### src/rtl/mbs_pkg.sv
`timescale 1ns / 1ps
// Shared types and codes for the maze backtracker step core.
// No dependencies; used by the top level, mbs_pick and mbs_checker.
package mbs_pkg;

   localparam int COORD_W = 5;

   localparam logic OP_START = 1'b0;
   localparam logic OP_STEP  = 1'b1;

   localparam logic [1:0] OUTCOME_STARTED = 2'd0;
   localparam logic [1:0] OUTCOME_CARVED  = 2'd1;
   localparam logic [1:0] OUTCOME_BACK    = 2'd2;
   localparam logic [1:0] OUTCOME_IGNORED = 2'd3;

   localparam logic [1:0] DIR_NORTH = 2'd0;
   localparam logic [1:0] DIR_EAST  = 2'd1;
   localparam logic [1:0] DIR_SOUTH = 2'd2;
   localparam logic [1:0] DIR_WEST  = 2'd3;

   typedef struct packed {
      logic        operation;
      logic [15:0] random_value;
   } req_type;

   typedef struct packed {
      logic [1:0]         outcome;
      logic [1:0]         heading;
      logic [COORD_W-1:0] from_col;
      logic [COORD_W-1:0] from_row;
      logic [COORD_W-1:0] to_col;
      logic [COORD_W-1:0] to_row;
      logic               finished;
   } rsp_type;

   // Result of the direction choice.
   typedef struct packed {
      logic       found;
      logic [1:0] dir;
   } pick_type;

endpackage

### src/rtl/mbs_pick.sv
`timescale 1ns / 1ps
// Direction choice: takes the open-neighbor mask and a random value,
// returns the chosen heading. Depends on mbs_pkg.
module mbs_pick (
   input  logic [3:0]       open_dirs,
   input  logic [15:0]      random_value,
   output mbs_pkg::pick_type pick
);

   // Base-4 digits are each worth 1 mod 3, so fold digit sums.
   function automatic logic [1:0] mod3(input logic [15:0] v);
      logic [4:0] s;
      logic [2:0] t;
      logic [2:0] u;
      s = 5'd0;
      for (int i = 0; i < 8; i++) begin
         s = s + 5'(v[2*i +: 2]);
      end
      t = 3'(s[1:0]) + 3'(s[3:2]) + 3'(s[4]);
      u = 3'(t[1:0]) + 3'(t[2]);
      if (u >= 3'd3) begin
         u = u - 3'd3;
      end
      return u[1:0];
   endfunction

   logic [2:0] count;
   logic [1:0] rank;
   logic [2:0] seen;

   assign count = 3'($countones(open_dirs));

   always_comb begin
      case (count)
         3'd2:    rank = {1'b0, random_value[0]};
         3'd3:    rank = mod3(random_value);
         3'd4:    rank = random_value[1:0];
         default: rank = 2'd0;
      endcase
   end

   // Take the rank-th open direction in north, east, south, west order.
   always_comb begin
      pick.found = 1'b0;
      pick.dir   = mbs_pkg::DIR_NORTH;
      seen       = 3'd0;
      for (int i = 0; i < 4; i++) begin
         if (open_dirs[i]) begin
            if (!pick.found && seen == {1'b0, rank}) begin
               pick.found = 1'b1;
               pick.dir   = 2'(i);
            end
            seen = seen + 3'd1;
         end
      end
   end

endmodule

### config.mk
export PLATFORM = sky130hd
export DESIGN_NAME = mbs_pick
export DESIGN_NICKNAME = d
export VERILOG_FILES = /design/src/rtl/mbs_pkg.sv /design/src/rtl/mbs_pick.sv
export SDC_FILE = /design/constraint.sdc
export NUM_CORES = 1
export LEC_CHECK = 0
export ABC_AREA = 1
export BUFFER_PORTS_ARGS = -buffer_cell sky130_fd_sc_hd__buf_4
export CORE_MARGIN = 2
export CORE_UTILIZATION = 35
export DETAILED_ROUTE_END_ITERATION = 7
export GPL_TIMING_DRIVEN = 0
export SYNTH_ARGS = -nofsm -noshare
export SYNTH_HDL_FRONTEND = slang
export SYNTH_SLANG_ARGS = --single-unit
### constraint.sdc
create_clock -name vclk -period 14.5
set_input_delay 4.35 -clock vclk [all_inputs]
set_output_delay 4.35 -clock vclk [all_outputs]
set_load 0.02 [all_outputs]
==> qor.csv <==
metric;value;unit
Synth Area in Compound Gates;0.0330;
Min-Delay Path Depth;4;
Worst EP required;10150;ps
setup ws final;425;ps
Residual DRC;0;
mux contribution to synthesized area;0;
CTS resizes;0;
DRT iter0 DRCs;5;
DRT Wirelength;1430;um
largest net degree at the start of global routing;6;
Slew headroom;0.852;
routed wire length per instance;8.70;um
Max Cap Viol;0;
Final ANT Viol Nets;0;
top sig layer;met3;
worst-margin pin slew;219;ps
die span in x;52.8;um
hold path endpoint;pick[1];
Post-DP HPWL;1370;um
layout cell share with drive strength beyond 1;0.228;
slowest cell delay on critical path;550;ps
Rows;17;
pre-CTS setup slack;391;ps
First-pass DRT Iterations;4;
Synth Area in Simple Gates;0.253;
fmax;0.0710;GHz
critical path's slowest cell;fa_1;
outcome;finished, final reports clean;
initial cell density of the core;0.374;
Die ar.;2790;um^2
Top-Level Pins;23;
main combinational cell family by area after synthesis;adder cells;
nets;184;
CP max FO;4;
Metal-1 WL;633;um
metal3 WL;19;um
YS warnings;0;
first-pass GRT wire length;2680;um
Net Count, Synth;159;
Core ar.;2230;um^2
Netlist Area Pre-Place;835;um^2
Data arrival, critical path;9730;ps
register area;0;um^2
crit start category;primary input;
minimum clock period;14080;ps
HP Start;open_dirs[2];
Mean Syn Cell Area;7.39;um^2
Synth-to-Final Area Change;24.9;%
CTS Hold Bufs;0;
crit share post-route;0.971;
Setup Viol. Count Final;0;
port bufs;23;
critical path endpoint category;output port;
Cells after Synth;113;
sequential area share after synthesis;0;
Die Ht;52.8;um
Fin Setup TNS;0;ps
HP Class;in -> out;
total number of vias;723;
final instance area;1040;um^2
vias in the first global route;708;
Final Wtd Congestion;0.730;
GRT Overall Usage;0.120;
fin. max-slew vios;0;
Setup Buffers After CTS;0;
sequential cells;0;
Netlist cell types;17;
met2 wire length;775;um
crit path kind;in -> out;
drt via density;4.41;
number of antenna violations at the first check in global routing;0;
RSZ-0062 raised after global routing;false;
Core Util, Final;0.467;
ANT cells;0;
area post-placement;1040;um^2
cell repeated most along the worst path;fa_1;
grt ovf;0;
xor/xnor share of the synthesized area;0.0315;
Synth Area in Adders;0.525;
Clock buffer cells;0;
Hold Fails Final Rpt;0;
[per-layer routing]
| layer | global-route usage | up-vias |
|---|---|---|
| met2 | 0.246 | 7 |
| li1 | - | 386 |
| met5 | 0 | - |
| met3 | 0 | 0 |
| met4 | 0 | 0 |
| met1 | 0.145 | 330 |
[critical path: cells and delay by family]
| kind | cells | cell delay (ps) |
|---|---|---|
| simple gates | 6 | 560 |
| buf+inv | 8 | 610 |
| fa+ha+maj | 10 | 4000 |
| compound gates | 2 | 200 |
[Yosys cell counts]
library cell / number / area share
nor2_1: 7 / 0.031
a21o_1: 1 / 0.0090
nand2_1: 18 / 0.081
xor2_1: 2 / 0.021
inv_1: 34 / 0.15
xnor2_1: 1 / 0.010
a21oi_1: 2 / 0.012
o21ai_1: 1 / 0.0060
o21ai_0: 1 / 0.0060
inv_2: 1 / 0.0045
nor2_2: 1 / 0.0075
nand4_1: 2 / 0.015
nand3_1: 10 / 0.060
nand2_2: 3 / 0.022
ha_1: 11 / 0.16
nand3_2: 3 / 0.036
fa_1: 15 / 0.36
[worst max-delay path by stage]
| stage | startpoint | end | cells after the start |
|---|---|---|---|
| 6_report | random_value[1] | pick[1] | 26 |
| 5_1_grt | random_value[1] | pick[0] | 28 |
| 4_1_cts | random_value[1] | pick[1] | 26 |
| 3_5_place_dp | random_value[1] | pick[1] | 26 |
| 3_3_place_gp | random_value[7] | pick[1] | 26 |
| 2_1_floorplan | random_value[1] | pick[1] | 24 |
[per-stage QoR]
stage / hold slack, ps / cells
2_1_floorplan: 8920 / 113
3_3_place_gp: 9140 / 164
3_5_place_dp: 9140 / 164
4_1_cts: 9140 / 164
5_1_grt: 9180 / 164
6_report: 9140 / 164
[kinds of logic (layout without fill, tap and decap cells)]
| kind of cell | Yosys count | after routing |
|---|---|---|
| XOR/XNOR | 3 | 3 |
| adder cells (fa/ha/maj) | 26 | 26 |
| buffers and inverters | 35 | 58 |
| AO/OA/AOI/OAI | 5 | 5 |
| AND/OR/NAND/NOR | 44 | 44 |
[layout by cell type, fill, tap and decap left out, drive strengths merged]
master,n
nand4,2
buf,23
xor2,2
xnor2,1
fa,15
a21o,1
a21oi,2
inv,35
nor2,8
nand2,21
ha,11
nand3,13
o21ai,2
[cell type report]
class,instances,area (um^2)
Multi-Input combinational cell,78,703
Tap cell,28,35.0
Fill cell,228,1190
Timing Repair Buffer,23,173
Inverter,35,131
Power is left out: the tool's default activity adds up to more than one toggle a clock period on the data nets, which glitch-free logic cannot reach.
